## src/hw/rtl/ratnorm_pkg.sv

```systemverilog
// Shared constants, types and the control-store contents of the fraction reducer.
// Depends on nothing; used by rational_normalize and its checker.

package ratnorm_pkg;

	// Width of a signed input or output value.
	localparam int VALUE_WIDTH = 32;

	// Magnitudes need the full width to hold the magnitude of the most negative value.
	localparam int MAG_WIDTH = VALUE_WIDTH;
	localparam int DEN_WIDTH = VALUE_WIDTH - 1;
	localparam int CNT_WIDTH = $clog2(VALUE_WIDTH);

	// Stream widths, rounded up to whole bytes.
	localparam int IN_TDATA_WIDTH  = ((2 * VALUE_WIDTH + 7) / 8) * 8;
	localparam int OUT_TDATA_WIDTH = ((VALUE_WIDTH + DEN_WIDTH + 7) / 8) * 8;

	// Largest magnitude that fits a signed result.
	localparam logic [MAG_WIDTH-1:0] MAG_MAX = {1'b0, {(MAG_WIDTH-1){1'b1}}};

	// Control store addressing.
	localparam int PC_WIDTH = 4;
	typedef logic [PC_WIDTH-1:0] pc_t;

	// Datapath operations.
	typedef logic [3:0] op_t;
	localparam op_t OP_NOP      = 4'd0;
	localparam op_t OP_LOAD     = 4'd1;
	localparam op_t OP_HALVE_AB = 4'd2;
	localparam op_t OP_HALVE_A  = 4'd3;
	localparam op_t OP_HALVE_B  = 4'd4;
	localparam op_t OP_SUB      = 4'd5;
	localparam op_t OP_SETUP_N  = 4'd6;
	localparam op_t OP_DIV      = 4'd7;
	localparam op_t OP_SETUP_D  = 4'd8;
	localparam op_t OP_OUT_FRAC = 4'd9;
	localparam op_t OP_OUT_ZERO = 4'd10;

	// Jump conditions.
	typedef logic [3:0] cond_t;
	localparam cond_t C_NEVER     = 4'd0;
	localparam cond_t C_ALWAYS    = 4'd1;
	localparam cond_t C_NO_ACCEPT = 4'd2;
	localparam cond_t C_ANY_ZERO  = 4'd3;
	localparam cond_t C_BOTH_EVEN = 4'd4;
	localparam cond_t C_A_EVEN    = 4'd5;
	localparam cond_t C_B_EVEN    = 4'd6;
	localparam cond_t C_A_NE_B    = 4'd7;
	localparam cond_t C_CNT_NZ    = 4'd8;
	localparam cond_t C_OUT_BUSY  = 4'd9;

	// One control word: the operation, the jump condition and the jump target.
	typedef struct packed {
		op_t   op;
		cond_t cond;
		pc_t   target;
	} ctrl_word_t;

	// Step addresses that the program jumps to.
	localparam pc_t PC_WAIT     = 4'd0;
	localparam pc_t PC_CHECK    = 4'd1;
	localparam pc_t PC_COMMON   = 4'd2;
	localparam pc_t PC_ODD_A    = 4'd3;
	localparam pc_t PC_ODD_B    = 4'd4;
	localparam pc_t PC_SUB      = 4'd5;
	localparam pc_t PC_SETUP_N  = 4'd6;
	localparam pc_t PC_DIV_N    = 4'd7;
	localparam pc_t PC_SETUP_D  = 4'd8;
	localparam pc_t PC_DIV_D    = 4'd9;
	localparam pc_t PC_OUT_FRAC = 4'd10;
	localparam pc_t PC_DONE     = 4'd11;
	localparam pc_t PC_OUT_ZERO = 4'd12;

	// The program. A step jumps to its target when its condition holds and
	// falls through to the next step otherwise.
	function automatic ctrl_word_t ctrl_rom(input pc_t pc);
		ctrl_word_t w;
		begin
			case (pc)
				PC_WAIT:     w = '{OP_LOAD,     C_NO_ACCEPT, PC_WAIT};
				PC_CHECK:    w = '{OP_NOP,      C_ANY_ZERO,  PC_OUT_ZERO};
				PC_COMMON:   w = '{OP_HALVE_AB, C_BOTH_EVEN, PC_COMMON};
				PC_ODD_A:    w = '{OP_HALVE_A,  C_A_EVEN,    PC_ODD_A};
				PC_ODD_B:    w = '{OP_HALVE_B,  C_B_EVEN,    PC_ODD_B};
				PC_SUB:      w = '{OP_SUB,      C_A_NE_B,    PC_ODD_B};
				PC_SETUP_N:  w = '{OP_SETUP_N,  C_NEVER,     PC_WAIT};
				PC_DIV_N:    w = '{OP_DIV,      C_CNT_NZ,    PC_DIV_N};
				PC_SETUP_D:  w = '{OP_SETUP_D,  C_NEVER,     PC_WAIT};
				PC_DIV_D:    w = '{OP_DIV,      C_CNT_NZ,    PC_DIV_D};
				PC_OUT_FRAC: w = '{OP_OUT_FRAC, C_OUT_BUSY,  PC_OUT_FRAC};
				PC_DONE:     w = '{OP_NOP,      C_ALWAYS,    PC_WAIT};
				PC_OUT_ZERO: w = '{OP_OUT_ZERO, C_OUT_BUSY,  PC_OUT_ZERO};
				default:     w = '{OP_NOP,      C_ALWAYS,    PC_WAIT};
			endcase
			return w;
		end
	endfunction

endpackage

```

## src/hw/rtl/rational_normalize.sv

```systemverilog
// Fraction reducer top level: a microcoded binary gcd and restoring divider.
// Depends on ratnorm_pkg for widths, control codes and the control store.

// Reduces one signed fraction to lowest terms per transaction. The numerator
// and denominator are divided by the gcd of their magnitudes, the sign moves
// to the numerator, and a zero numerator gives 0/1. A zero denominator gives
// 0/1 with tuser set. The block works on one transaction at a time: it takes
// no new fraction until the last one has left the control program. The
// program runs a binary gcd loop of halving steps and subtraction passes, in
// which each halving drops one bit from one or both magnitudes, and then two
// divisions that give one quotient bit per cycle. Zero inputs skip the gcd
// and the divisions. A finished result waits in the output register while
// the next transaction is accepted.

module rational_normalize (
	input  logic                                   clk,
	input  logic                                   arst_n,
	input  logic                                   s_axis_tvalid,
	output logic                                   s_axis_tready,
	// numerator_in, denominator_in
	input  logic [ratnorm_pkg::IN_TDATA_WIDTH-1:0]  s_axis_tdata,
	output logic                                   m_axis_tvalid,
	input  logic                                   m_axis_tready,
	// numerator_out, denominator_out, zero padding
	output logic [ratnorm_pkg::OUT_TDATA_WIDTH-1:0] m_axis_tdata,
	// zero_denominator
	output logic                                   m_axis_tuser
);

	localparam int W = ratnorm_pkg::VALUE_WIDTH;
	localparam int M = ratnorm_pkg::MAG_WIDTH;

	ratnorm_pkg::pc_t        pc_q;
	ratnorm_pkg::ctrl_word_t cw;
	logic                    jump;
	logic                    in_accept;
	logic                    out_busy;

	logic [M-1:0]                        n_mag_q, d_mag_q;
	logic                                neg_q;
	logic [M-1:0]                        a_q, b_q;
	logic [ratnorm_pkg::CNT_WIDTH-1:0]   shift_q;
	logic [M-1:0]                        divisor_q, rem_q, quo_q, rn_q;
	logic [ratnorm_pkg::CNT_WIDTH-1:0]   cnt_q;

	logic                                out_valid_q;
	logic [W-1:0]                        out_num_q;
	logic [ratnorm_pkg::DEN_WIDTH-1:0]   out_den_q;
	logic                                out_flag_q;

	logic [W-1:0] in_num, in_den;
	logic [M-1:0] in_num_mag, in_den_mag;
	logic         a_gt_b;
	logic [M:0]   trial;
	logic         q_bit;
	logic [M-1:0] rem_next;
	logic [M-1:0] rn_sat, rd_sat;

	// Input unpacking and magnitudes; the most negative value keeps its true magnitude.
	assign in_num     = s_axis_tdata[W-1:0];
	assign in_den     = s_axis_tdata[2*W-1:W];
	assign in_num_mag = in_num[W-1] ? M'(-in_num) : M'(in_num);
	assign in_den_mag = in_den[W-1] ? M'(-in_den) : M'(in_den);

	// Handshake.
	assign s_axis_tready = (pc_q == ratnorm_pkg::PC_WAIT);
	assign in_accept     = s_axis_tvalid && s_axis_tready;
	assign out_busy      = out_valid_q && !m_axis_tready;

	// Compare for the gcd and trial subtract for the divider.
	assign a_gt_b   = (a_q > b_q);
	assign trial    = {rem_q, quo_q[M-1]} - {1'b0, divisor_q};
	assign q_bit    = !trial[M];
	assign rem_next = q_bit ? trial[M-1:0] : {rem_q[M-2:0], quo_q[M-1]};

	// Saturate reduced magnitudes to the signed range.
	assign rn_sat = (rn_q  > ratnorm_pkg::MAG_MAX) ? ratnorm_pkg::MAG_MAX : rn_q;
	assign rd_sat = (quo_q > ratnorm_pkg::MAG_MAX) ? ratnorm_pkg::MAG_MAX : quo_q;

	// Control store fetch and jump condition.
	always_comb begin
		cw = ratnorm_pkg::ctrl_rom(pc_q);
		unique case (cw.cond)
			ratnorm_pkg::C_NEVER:     jump = 1'b0;
			ratnorm_pkg::C_ALWAYS:    jump = 1'b1;
			ratnorm_pkg::C_NO_ACCEPT: jump = !in_accept;
			ratnorm_pkg::C_ANY_ZERO:  jump = (n_mag_q == '0) || (d_mag_q == '0);
			ratnorm_pkg::C_BOTH_EVEN: jump = !a_q[0] && !b_q[0];
			ratnorm_pkg::C_A_EVEN:    jump = !a_q[0];
			ratnorm_pkg::C_B_EVEN:    jump = !b_q[0];
			ratnorm_pkg::C_A_NE_B:    jump = (a_q != b_q);
			ratnorm_pkg::C_CNT_NZ:    jump = (cnt_q != '0);
			ratnorm_pkg::C_OUT_BUSY:  jump = out_busy;
			default:                  jump = 1'b0;
		endcase
	end

	// Step counter.
	always_ff @(posedge clk or negedge arst_n) begin
		if (!arst_n) begin
			pc_q <= ratnorm_pkg::PC_WAIT;
		end else if (jump) begin
			pc_q <= cw.target;
		end else begin
			pc_q <= pc_q + ratnorm_pkg::pc_t'(1);
		end
	end

	// Datapath driven by the current control word.
	always_ff @(posedge clk) begin
		case (cw.op)
			ratnorm_pkg::OP_LOAD: begin
				if (in_accept) begin
					n_mag_q <= in_num_mag;
					d_mag_q <= in_den_mag;
					neg_q   <= in_num[W-1] ^ in_den[W-1];
					a_q     <= in_num_mag;
					b_q     <= in_den_mag;
					shift_q <= '0;
				end
			end
			ratnorm_pkg::OP_HALVE_AB: begin
				if (!a_q[0] && !b_q[0]) begin
					a_q     <= a_q >> 1;
					b_q     <= b_q >> 1;
					shift_q <= shift_q + ratnorm_pkg::CNT_WIDTH'(1);
				end
			end
			ratnorm_pkg::OP_HALVE_A: begin
				if (!a_q[0]) begin
					a_q <= a_q >> 1;
				end
			end
			ratnorm_pkg::OP_HALVE_B: begin
				if (!b_q[0]) begin
					b_q <= b_q >> 1;
				end
			end
			ratnorm_pkg::OP_SUB: begin
				a_q <= a_gt_b ? b_q : a_q;
				b_q <= a_gt_b ? (a_q - b_q) : (b_q - a_q);
			end
			ratnorm_pkg::OP_SETUP_N: begin
				divisor_q <= a_q << shift_q;
				quo_q     <= n_mag_q;
				rem_q     <= '0;
				cnt_q     <= ratnorm_pkg::CNT_WIDTH'(M - 1);
			end
			ratnorm_pkg::OP_DIV: begin
				rem_q <= rem_next;
				quo_q <= {quo_q[M-2:0], q_bit};
				cnt_q <= cnt_q - ratnorm_pkg::CNT_WIDTH'(1);
			end
			ratnorm_pkg::OP_SETUP_D: begin
				rn_q  <= quo_q;
				quo_q <= d_mag_q;
				rem_q <= '0;
				cnt_q <= ratnorm_pkg::CNT_WIDTH'(M - 1);
			end
			default: begin
			end
		endcase
	end

	// Output register: loaded when empty or being emptied in the same cycle.
	always_ff @(posedge clk or negedge arst_n) begin
		if (!arst_n) begin
			out_valid_q <= 1'b0;
		end else if (!out_busy && (cw.op == ratnorm_pkg::OP_OUT_FRAC ||
				cw.op == ratnorm_pkg::OP_OUT_ZERO)) begin
			out_valid_q <= 1'b1;
		end else if (m_axis_tready) begin
			out_valid_q <= 1'b0;
		end
	end

	always_ff @(posedge clk) begin
		if (!out_busy && cw.op == ratnorm_pkg::OP_OUT_FRAC) begin
			out_num_q  <= neg_q ? W'(-rn_sat) : W'(rn_sat);
			out_den_q  <= rd_sat[ratnorm_pkg::DEN_WIDTH-1:0];
			out_flag_q <= 1'b0;
		end else if (!out_busy && cw.op == ratnorm_pkg::OP_OUT_ZERO) begin
			out_num_q  <= '0;
			out_den_q  <= ratnorm_pkg::DEN_WIDTH'(1);
			out_flag_q <= (d_mag_q == '0);
		end
	end

	assign m_axis_tvalid = out_valid_q;
	assign m_axis_tdata  = ratnorm_pkg::OUT_TDATA_WIDTH'({out_den_q, out_num_q});
	assign m_axis_tuser  = out_flag_q;

endmodule

```

## config.mk

```make
export PLATFORM = sky130hd
export DESIGN_NAME = rational_normalize
export DESIGN_NICKNAME = d
export VERILOG_FILES = /design/src/hw/rtl/ratnorm_pkg.sv /design/src/hw/rtl/rational_normalize.sv
export SDC_FILE = /design/constraint.sdc
export NUM_CORES = 1
export LEC_CHECK = 0
export BUFFER_PORTS_ARGS = -buffer_cell sky130_fd_sc_hd__buf_2
export CORE_MARGIN = 10
export CORE_UTILIZATION = 27
export DETAILED_ROUTE_END_ITERATION = 16
export PLACE_DENSITY = 0.49
export SYNTH_ARGS = -nofsm -noshare
export SYNTH_HDL_FRONTEND = slang
export SYNTH_SLANG_ARGS = --single-unit
```

## constraint.sdc

```tcl
create_clock -name clk -period 14.2 [get_ports clk]
set_clock_uncertainty 0.2 [all_clocks]
set_input_delay 0 -clock clk [delete_from_list [all_inputs] [get_ports clk]]
set_output_delay 0 -clock clk [all_outputs]
set_load 0.03 [all_outputs]
```

-- After elaboration in Yosys (flattened, before gate mapping)
Memory sizes are Yosys's and may differ from the RTL's.
Cells that the tools add are included.
- input port bits: 68
- output and inout bits: 67
- logic and storage cells: 120
- register bits: 336
- memories kept: 1
- ROM bits: 192
- memories (name ; depth ; width ; rd ports ; clocked after memory_dff ; write ports ; RTL line ; text):
    (name not given) ; 16 ; 12 ; 1 ; 0 ; 0 ; ratnorm_pkg.sv:79 ; case (pc)
- add/sub/neg operators: 9
- $lt $le $gt $ge: 3
- muxes and demuxes: 30
- eq/ne operators: 25
- bitwise logic cells: 1
- reduce and logical (&&, ||, !) cells: 32
- shift-type cells: 1
- operators with widths (kind ; number):
    $mux 32 ; 15
    $pmux 32 s4 ; 2
    $neg 32->32 ; 3
    $pmux 32 s3 ; 1
    $mux 31 ; 3
    $gt 32x31->1 const B ; 2
    $logic_not 32->1 ; 2
    $pmux 32 s2 ; 1
    $sub 32x32->32 ; 2
    $sub 33x32->33 ; 1
    $eq 4x3->1 const B ; 8
    $gt 32x32->1 ; 1
    $ne 32x32->1 ; 1
    $shl 32x5->32 ; 1
    $eq 4x4->1 const B ; 5
    $pmux 5 s2 ; 2
    $eq 4x2->1 const B ; 4
    $mux 5 ; 2
    $ne 2x2->1 const B ; 5
    $pmux 1 s9 ; 1
    $eq 4x1->1 const B ; 2
    $reduce_and 4->1 ; 2
    $reduce_bool 2->1 ; 4
    $reduce_bool 4->1 ; 2
    other kinds (16) ; 29

-- Logic depth before layout (Yosys ltp)
Gate-level depths: netlist (run 1).
- depth after elaboration: 6
- depth in mapped cells: 14
- mapped depth without buffers: 12

-- Worst setup path before layout (run 1)
No wires, ideal clock.
- kind: reg-to-reg
- from: register pc_q[0]
- to: register a_q[10] (enable)
- stages on the path, launching flop included: 9
- data required time: 13571 ps
- slack: 5188 ps
- buffers on the path: 1
- arrival time: 8382 ps
- period minus slack after synthesis: 9012 ps
- library setup time: 429 ps
- cells stage by stage: dfrtp_1 clkbuf_1 inv_1 ha_1 nor3b_1 nand2_1 nor3_1 a211oi_1 a21oi_1
- word-level cells in the longest chain between the ends: 4
- elaborated cells between the ends (all ways): 13
- classes of those cells: eq/ne (8); reduce/logical (4); memory (1)
- ends and longest elaborated chain (element ; RTL line ; text):
    start, declared ; rational_normalize.sv:33 ; ratnorm_pkg::pc_t pc_q;
    start signal, assigned ; rational_normalize.sv:101 ; pc_q <= ratnorm_pkg::PC_WAIT;
    start signal, assigned ; rational_normalize.sv:103 ; pc_q <= cw.target;
    start signal, assigned ; rational_normalize.sv:105 ; pc_q <= pc_q + ratnorm_pkg::pc_t'(1);
    $logic_not 4->1 ; rational_normalize.sv:66 ; assign s_axis_tready = (pc_q == ratnorm_pkg::PC_WAIT);
    via s_axis_tready ; rational_normalize.sv:19 ; output logic s_axis_tready,
    $logic_and 1x1->1 ; rational_normalize.sv:67 ; assign in_accept = s_axis_tvalid && s_axis_tready;
    $ne 2x2->1 (no line) ; - ;
    $reduce_and 5->1 (no line) ; - ;
    end signal, assigned ; rational_normalize.sv:117 ; a_q <= in_num_mag;
    end signal, assigned ; rational_normalize.sv:124 ; a_q <= a_q >> 1;
    end signal, assigned ; rational_normalize.sv:131 ; a_q <= a_q >> 1;
    end, declared ; rational_normalize.sv:41 ; logic [M-1:0] a_q, b_q;
The timed path passes the listed nets, and every way through them passes these cells.
A chain may end at the register's enable or synchronous reset.

-- Final worst setup path (run 1)
- from: register b_q[0]
- to: register b_q[28] (data pin)
- word-level cells in the longest chain between the ends: 3
- elaborated cells between the ends (all ways): 5
- classes of those cells: add/sub (2); order compare (1); mux (2)
- ends and longest elaborated chain (element ; RTL line ; text):
    start, declared ; rational_normalize.sv:41 ;
    start signal, assigned ; rational_normalize.sv:118 ; b_q <= in_den_mag;
    start signal, assigned ; rational_normalize.sv:125 ; b_q <= b_q >> 1;
    start signal, assigned ; rational_normalize.sv:136 ; b_q <= b_q >> 1;
    $sub 32x32->32 or $gt 32x32->1 (tied branches) ; rational_normalize.sv:141, rational_normalize.sv:71 ;
    $mux 32 (*) ; rational_normalize.sv:141 ; b_q <= a_gt_b ? (a_q - b_q) : (b_q - a_q);
    $pmux 32 s4 (*) ; rational_normalize.sv:111 ; case (cw.op)
Mark *: on every way between the ends. The rest lies on a longest branch, timed or not.

==> impl.org, run 1 <==
** Clocking
- Buffer count from post-CTS setup fixing :: 0
- The clock reaches the later pin of the worst-skew pair after 0.60 ns.
- TritonCTS built the clock tree.
- The H-tree generated during clock tree synthesis spans 2 levels.
- # hold bufs at CTS :: 104
- After clock tree synthesis, the clock-pin slew on the worst setup and hold paths is 0.06 ns.
- Worst-case clock buffer depth :: 3
- Clock tree root driver cell :: sky130_fd_sc_hd__clkbuf_16
- CTS saw 336 sinks.
- Buffers inserted during clock tree synthesis total 40.
- Once the clock tree was built, the resizer swapped 0 gates to a different size.

** Worst setup path
- On the worst path, the slowest cell contributes a delay of 0.78 ns.
- STA classifies the critical path endpoint as a flip-flop.
- Critical path data required time :: 14.34 ns
- Critical path class :: reg2reg
- Cells on worst reg2reg path :: 12
- The signal on the critical path passes through inv_1 > ha_1 > inv_1 > fa_1 > a211oi_1 > o21ai_0 > o31ai_1 > o221ai_1 > a311oi_1 > mux2i_1 > xor2_1 > a221o_1.
- At the worst endpoint, the arrival time is 4.70 ns.
- Setup slack of the worst register-to-register path :: 9.64 ns
- The worst register-to-register path ends at b_q[28].
- Critical Path End :: b_q[28]
- Of all nets on the critical path, the largest fanout is 6.
- In this design, the critical path's most frequently occurring cell is sky130_fd_sc_hd__inv_1.
- The most critical setup path has its startpoint at b_q[0].
- Source of the worst register-to-register timing path :: b_q[0]
- On the critical path, the stage with the largest delay is an instance of sky130_fd_sc_hd__o31ai_1.
- STA classifies the critical path startpoint as a flip-flop.

** Layout
- Layout Area Growth over Synthesis :: 17.6%
- Filler-free cell count of the finished design :: 3796
- Net count of the finished layout :: 2801
- Fill cell instance count of the final layout :: 8798
- The post-route netlist has 10.5% of its cells at a drive strength greater than 1.

** Placed design
- Final weighted congestion in routability-driven placement :: 0.978
- Detailed placement ended at an HPWL of 61100 um.
- Port buffering added 133 buffers.
- Counting tap cells, the placed design contains a total of 3618 instances.

** Yosys
- A synthesized cell averages 9.40 um2.
- After synthesis, the largest area contributor takes up 42.9% of total cell area.
- The number of nets in the synthesized netlist is 2636.
- Yosys Warn Count :: 0
- By area the synthesized netlist is led by sky130_fd_sc_hd__edfxtp_1 (43%), sky130_fd_sc_hd__ha_1 (6.0%), sky130_fd_sc_hd__nor2_1 (4.3%), sky130_fd_sc_hd__nand2_1 (4.1%), sky130_fd_sc_hd__xnor2_1 (3.6%).
- Yosys mapped the design onto 84 distinct sky130hd cell types.
- Mapped cell area :: 23100 um2
- Post-synth EDFFs :: 330
- The share of the Yosys chip area taken by registers is 43.6%.
- Proportion of synthesized flip-flops having asynchronous set or reset :: 1.49%
- Count leader, synth :: sky130_fd_sc_hd__edfxtp_1
- Instance count of the mapped netlist :: 2455
- Dominant synthesized flop cell :: sky130_fd_sc_hd__edfxtp_1
- List of most frequent post-synthesis cells :: sky130_fd_sc_hd__edfxtp_1 (330), sky130_fd_sc_hd__nor2_1 (266), sky130_fd_sc_hd__nand2_1 (254), sky130_fd_sc_hd__o21ai_0 (163), sky130_fd_sc_hd__a21oi_1 (148)
- Flop and latch count out of synthesis :: 336
- The biggest area contributor in the post-synthesis netlist is sky130_fd_sc_hd__edfxtp_1.

** Floorplan
- Die Area :: 97600 um2
- The die is 312 um wide.
- Row Count :: 107
- Once the floorplan was initialized, standard cells occupied 27.2% of the core.
- 135 I/O pins were placed.
- Core box area :: 85000 um2
- Measured along the y axis, the die boundary spans 312 um.

** Global routing
- The number of antenna violations at the first check in global routing is 3.
- For met2 alone, demand over resource in global routing was 24.7%.
- The layer flagged by global routing as most heavily used is met2.
- Met3 Resource Use GR :: 3.33%
- Global routing used 22.0% of the available met1 tracks.
- Wire length of the first global-routing pass :: 123000 um
- Entering global routing, the biggest net connects 69 pins.
- Summed over all layers, the global routing overflow is 0.
- The via count of the first global-routing pass came to 19400.
- Across every metal layer, demand over resource in global routing totals 15.9%.

** Timing
- Setup violations remaining at the end of the flow were counted as 0.
- Slew at the pin with the worst max-slew slack :: 1.11 ns
- Setup repair after global routing left no endpoint under its margin.
- Share of the clock period used by the worst path after layout :: 32.1%
- The final-report hold violation count came to 0.
- Static timing analysis puts the maximum clock frequency at 0.219 GHz.
- Tmin final :: 4.56 ns
- Headroom to the max-slew limit came out at 25.7%.
- Setup total negative slack on the finished layout was measured at 0 ns.
- The number of max-slew violations in the final report was 0.

** Power and ir drop
- Total chip power :: 7020 uW
- Static leakage power :: 0.0103 uW
- Power density over the cells :: 259 nW/um2
- Peak supply drop :: 0.114 mV

** Drt
- First drt pass iteration count :: 6
- Count of vias placed by the detailed router :: 20000
- Final wirelength :: 80800 um
- Routed length per instance :: 21.3 um
- After detailed routing, the number of remaining DRC violations is 0.
- Vias per cell :: 5.26
- The detail route stage leaves a number of antenna-violating nets equal to 0.
- Iteration-0 DRC Markers :: 2069

** Min path
- Counting instances, the worst hold path has a depth of 3.
- The tightest min-delay check is of the in2reg type.

** Run status
- The run finished with clean final reports.

** Job
- The tool flagged a number of max-cap violations equal to 0.
## where the power goes
| part | internal [uW] | switching [uW] | total [uW] | leakage (uW) |
|---|---|---|---|---|
| combinational | 1440 | 2690 | 4120 | 0.00665 |
| clock | 536 | 449 | 985 | 0.000579 |
| sequential | 1630 | 279 | 1910 | 0.00310 |
| total | 3610 | 3410 | 7020 | 0.0103 |
## critical path, delay by kind of cell (launching register included)
family | cells | cell delay, ns
buffers and inverters | 2 | 0.27
multiplexers | 1 | 0.13
flip-flops | 1 | 0.47
AO/OA/AOI/OAI | 6 | 2.40
XOR/XNOR | 1 | 0.18
adder cells (fa/ha/maj) | 2 | 0.66
## flip-flops by register name, summed over array words and instances (netlist names)
| register | cells |
|---|---|
| a_q | 32 |
| b_q | 32 |
| d_mag_q | 32 |
| divisor_q | 32 |
| n_mag_q | 32 |
| out_num_q | 32 |
| quo_q | 32 |
| rem_q | 32 |
| rn_q | 32 |
| out_den_q | 31 |
| cnt_q | 5 |
| shift_q | 5 |
| pc_q | 4 |
| m_axis_tuser | 1 |
| m_axis_tvalid | 1 |
| neg_q | 1 |
## logic make-up (layout without fill, tap and decap cells)
| group | Yosys count | in the layout | share of synthesized area (%) |
|---|---|---|---|
| flip-flops | 336 | 336 | 43.6 |
| buffers and inverters | 277 | 472 | 4.68 |
| multiplexers | 104 | 104 | 5.19 |
| adder cells (fa/ha/maj) | 113 | 113 | 6.22 |
| XOR/XNOR | 117 | 117 | 4.44 |
| AND/OR/NAND/NOR | 838 | 838 | 17.0 |
| AO/OA/AOI/OAI | 669 | 669 | 18.9 |
| other | 1 | 3 | 0.0162 |
## stage by stage
| stage | hold WS (ns) | instance area (um2) | worst slack (ns) | utilization, % |
|---|---|---|---|---|
| finish | 0.0572 | 27100 | 9.64 | 31.9 |
| global route | 0.0507 | 27100 | 9.36 | 31.9 |
| CTS | 0.00699 | 27100 | 9.76 | 31.9 |
| detailed placement | -0.329 | 24900 | 9.81 | 29.2 |
| global placement | -0.330 | 24900 | 9.83 | 29.2 |
| floorplan | -0.496 | 23100 | 5.19 | - |
## placed cells by master (no fill, tap or decap), types with 12 or more instances in the layout
master                          instances
sky130_fd_sc_hd__edfxtp_1             330
sky130_fd_sc_hd__nor2_1               265
sky130_fd_sc_hd__nand2_1              253
sky130_fd_sc_hd__o21ai_0              163
sky130_fd_sc_hd__a21oi_1              145
sky130_fd_sc_hd__inv_1                136
sky130_fd_sc_hd__buf_2                133
sky130_fd_sc_hd__ha_1                 110
sky130_fd_sc_hd__dlygate4sd3_1        104
sky130_fd_sc_hd__xnor2_1               96
sky130_fd_sc_hd__mux2i_1               78
sky130_fd_sc_hd__a22oi_1               77
sky130_fd_sc_hd__nand3_1               63
sky130_fd_sc_hd__clkbuf_16             40
sky130_fd_sc_hd__a21o_1                39
sky130_fd_sc_hd__nor3_1                39
sky130_fd_sc_hd__o31ai_1               33
sky130_fd_sc_hd__nand2b_1              32
sky130_fd_sc_hd__nor4_1                30
sky130_fd_sc_hd__buf_4                 27
sky130_fd_sc_hd__or3_1                 25
sky130_fd_sc_hd__a211oi_1              24
sky130_fd_sc_hd__o211ai_1              22
sky130_fd_sc_hd__xor2_1                21
sky130_fd_sc_hd__nand4_1               20
sky130_fd_sc_hd__a31oi_1               19
sky130_fd_sc_hd__o21a_1                17
sky130_fd_sc_hd__and2_1                16
sky130_fd_sc_hd__mux2_2                15
sky130_fd_sc_hd__and3_1                15
sky130_fd_sc_hd__o21bai_1              14
sky130_fd_sc_hd__nor2b_1               13
sky130_fd_sc_hd__o22a_1                13
sky130_fd_sc_hd__o22ai_1               13
sky130_fd_sc_hd__or4_1                 12
## layout make-up
class,instances,area [um2],share of cell area [%]
inverters,136,510,1.88
repair buffers,264,1910,7.03
diodes,2,5.00,0.0184
multi-input cells,1842,12000,44.2
well taps,1144,1430,5.27
clock buffers,50,1050,3.86
flip-flops and latches,336,10100,37.0
clock inverters,22,190,0.701
## routing by layer
metal / wire, um / share of wire, %
met5: 0 / 0
met4: 2230 / 2.8
met3: 6680 / 8.3
met2: 35600 / 44
met1: 36200 / 45
## how the worst min path moves through the flow
stage | endpoint | slack (ns) | startpoint
finish | n_mag_q[1] | 0.06 | s_axis_tdata[1]
detailed placement | m_axis_tvalid | -0.33 | arst_n
global route | n_mag_q[1] | 0.05 | s_axis_tdata[1]
global placement | pc_q[3] | -0.33 | arst_n
floorplan | m_axis_tvalid | -0.50 | arst_n
CTS | n_mag_q[1] | 0.007 | s_axis_tdata[1]
(Power assumes the default switching activity.)
==> inputs of run 2 (changes only) <==
==> constraint.sdc (replaced) <==
create_clock -name clk -period 4.5 [get_ports clk]
set_clock_uncertainty 0.2 [all_clocks]
set_input_delay 0 -clock clk [delete_from_list [all_inputs] [get_ports clk]]
set_output_delay 0 -clock clk [all_outputs]
set_load 0.03 [all_outputs]
==> impl.org, run 2 (synthesis gave the netlist of run 1 again) <==
** Run status
- The flow ran to the end, and the final reports show no timing, DRC or antenna violations.

** Power and ir drop
- Power density over the cells :: 834 nW/um2
- Switching share of power :: 47.8%
- Summed over all cells, the static leakage comes to 0.0106 uW.
- The analysis attributes to net switching a power of 11000 uW.
- Part of the total power dissipated in sequential elements :: 26.2%
- Internal power summed over all cells :: 12000 uW
- Clock network fraction of design power :: 14.9%
- Of the total power, combinational logic draws 58.9%.
- Summing internal, switching and leakage power gives 23000 uW.
- Across the VDD grid, the largest voltage drop is 0.315 mV.

** Worst setup path
- By startpoint and endpoint, the worst setup path is classified as reg2reg.
- Critical path cell sequence :: ha_1 > nand4_1 > nor3_1 > o21ai_0 > a21oi_1 > nand2_1 > buf_4 > a2111oi_0 > or4_1 > nand3_1
- In this run the critical register-to-register path is launched from b_q[28].
- Setup slack on the worst reg-to-reg path comes out at 0.47 ns.
- In this run the worst setup path begins at b_q[28].
- STA classifies the critical path startpoint as a flip-flop.
- For this design, the slowest cell found on the critical path is sky130_fd_sc_hd__ha_1.
- Crit end category :: flip-flop
- The kind of cell with the highest combined delay along the critical path is simple AND/OR/NAND/NOR gates.
- The largest single stage delay on the critical path is 0.60 ns.
- At the worst endpoint, the arrival time is 4.17 ns.
- Total buffers and inverters traversed by the critical path :: 1
- Worst-path fanout max :: 11
- Critical path data required time :: 4.63 ns

** Floorplan
- Row generation in the floorplan step produced 107 rows.
- Die extent in x :: 312 um
- Core box area :: 85000 um2
- Vert. Die Dim :: 312 um
- Count of pins on the block boundary :: 135
- Die Area :: 97600 um2
- Initial cell density of the core :: 27.2%

** Layout
- With fillers left out, the area of the finished cells amounts to 27600 um2.
- In the final layout, the share of cells above drive strength 1 is 11.8%.
- Leaving out filler cells and counting taps, the final layout contains 3829.
- The area growth from synthesis to layout is 19.7%.
- Most frequent cells in the layout :: sky130_fd_sc_hd__edfxtp_1 (330), sky130_fd_sc_hd__nor2_1 (265), sky130_fd_sc_hd__nand2_1 (252)
- Core utilization of the finished layout :: 32.5%
- Leaving out fill and tap cells, the most frequent cell in the layout is sky130_fd_sc_hd__edfxtp_1.
- Net count of the finished layout :: 2828

** Global routing
- The via count of the first global-routing pass came to 19600.
- Overall routing resource usage :: 16.3%
- Entering global routing, the biggest net connects 66 pins.
- Wire length of the first global-routing pass :: 125000 um
- Antenna violations before repair :: 8
- Global routing finished with a remaining overflow of 0.

** Placed design
- Hpwl dp :: 63100 um
- Port buffering added 133 buffers.
- In this run the cell area measured after placement is 25200 um2.
- The number of placed instances, taps included, is 3644.
- The congestion estimate from routability-driven global placement came to 0.937.

** Drt
- Summing over every cut layer, the via total after detailed routing is 20200.
- Post-route ant nets :: 0
- In the routed design, unresolved DRC markers number 0.
- In the routed layout, each cell is associated on average with a via count of 5.28.
- Routed length per instance :: 21.6 um
- After the first detailed-routing iteration, the DRC count stood at 2038.
- Wires add up to 82800 um.
- The first detailed-routing pass took 6 iterations.

** Timing
- The final-report hold violation count is 0.
- Setup violations remaining at the end of the flow were counted as 0.
- Setup repair after global routing left no endpoint under its margin.
- Share of the clock period used by the worst path after layout :: 89.6%
- Final setup TNS :: 0 ns
- Slew headroom :: 18.8%
- For this run, the top clock speed supported by timing is 0.248 GHz.
- For the pin with the worst max-slew slack, the measured transition is 1.21 ns.
- The worst path needs 4.03 ns of the cycle, external delays included.
- The number of max-slew violations in the final report was 0.

** Min path
- The worst hold path begins at s_axis_tdata[1].
- In this run the worst hold path is classified as in2reg.

** Clocking
- The clock passes through at most 3 buffers.
- CTS tree :: yes
- TritonCTS buffer count :: 40
- At the later pin of the worst-skew pair, clock insertion delay measures 0.61 ns.
- Number of clock sinks :: 336
- In this run the clock root is driven by a sky130_fd_sc_hd__clkbuf_16.
- Clock transition at the register clock pins on the worst setup and hold paths after CTS :: 0.07 ns
- The H-tree was split into 2 levels.

** Job
- Max capacitance violation total :: 0
-- run 2: repair_timing --
item | in CTS | in global routing
endpoints found under the hold margin | 130 | 0
hold buffers | 105 | 0
endpoints found under the setup margin | 0 | 1
buffers inserted | 0 | 0
resized for setup | 0 | 1
-- run 2: path summary, 6_finish.rpt --
path                            endpoint  cells after the start
max in group asynchronous        pc_q[1]                      3
hold / removal                n_mag_q[3]                      4
min in group asynchronous  m_axis_tvalid                      3
hold reg to reg                 rn_q[20]                      0
setup / recovery                 b_q[17]                     10
setup reg to reg                 b_q[17]                     10
-- run 2: worst reg2reg max path, delay by kind of cell (launching register included) --
family | cells | cell delay, ns
flip-flops | 1 | 0.50
adder cells (fa/ha/maj) | 1 | 0.60
AND/OR/NAND/NOR | 5 | 1.14
AO/OA/AOI/OAI | 3 | 0.98
buffers and inverters | 1 | 0.34
-- run 2: power groups by stage --
stage	logic (uW)	clock network [uW]	registers, uW
after floorplan	9120	0	5920
after global placement	13300	0	6060
after detailed placement	13300	0	6080
after CTS	13400	3520	6020
after global routing	14800	3640	6160
final	13600	3440	6030
-- run 2: layer usage --
layer  GRT usage [%]  up-vias  wire (um)
li1                -     9454          -
met1            23.0     9911      38500
met2            25.5      725      36500
met3            2.30      121       5560
met4            4.59        0       2210
met5               0        -          0
-- run 2: cell type report --
cell class              count  area [um2]
clock inverters            25         328
clock buffers              49        1030
fillers                  8773       57400
flip-flops and latches    336       10100
repair buffers            291        2200
diodes                      6        15.0
inverters                 136         510
multi-input cells        1842       12000
well taps                1144        1430
-- run 2: per-stage QoR --
| step | hold WS [ns] | setup slack [ns] |
|---|---|---|
| 3_3_place_gp | -0.321 | 0.626 |
| 6_report | 0.0351 | 0.467 |
| 4_1_cts | 0.0119 | 0.514 |
| 5_1_grt | 0.0640 | 0.153 |
| 2_1_floorplan | -0.496 | 0.0231 |
| 3_5_place_dp | -0.318 | 0.541 |
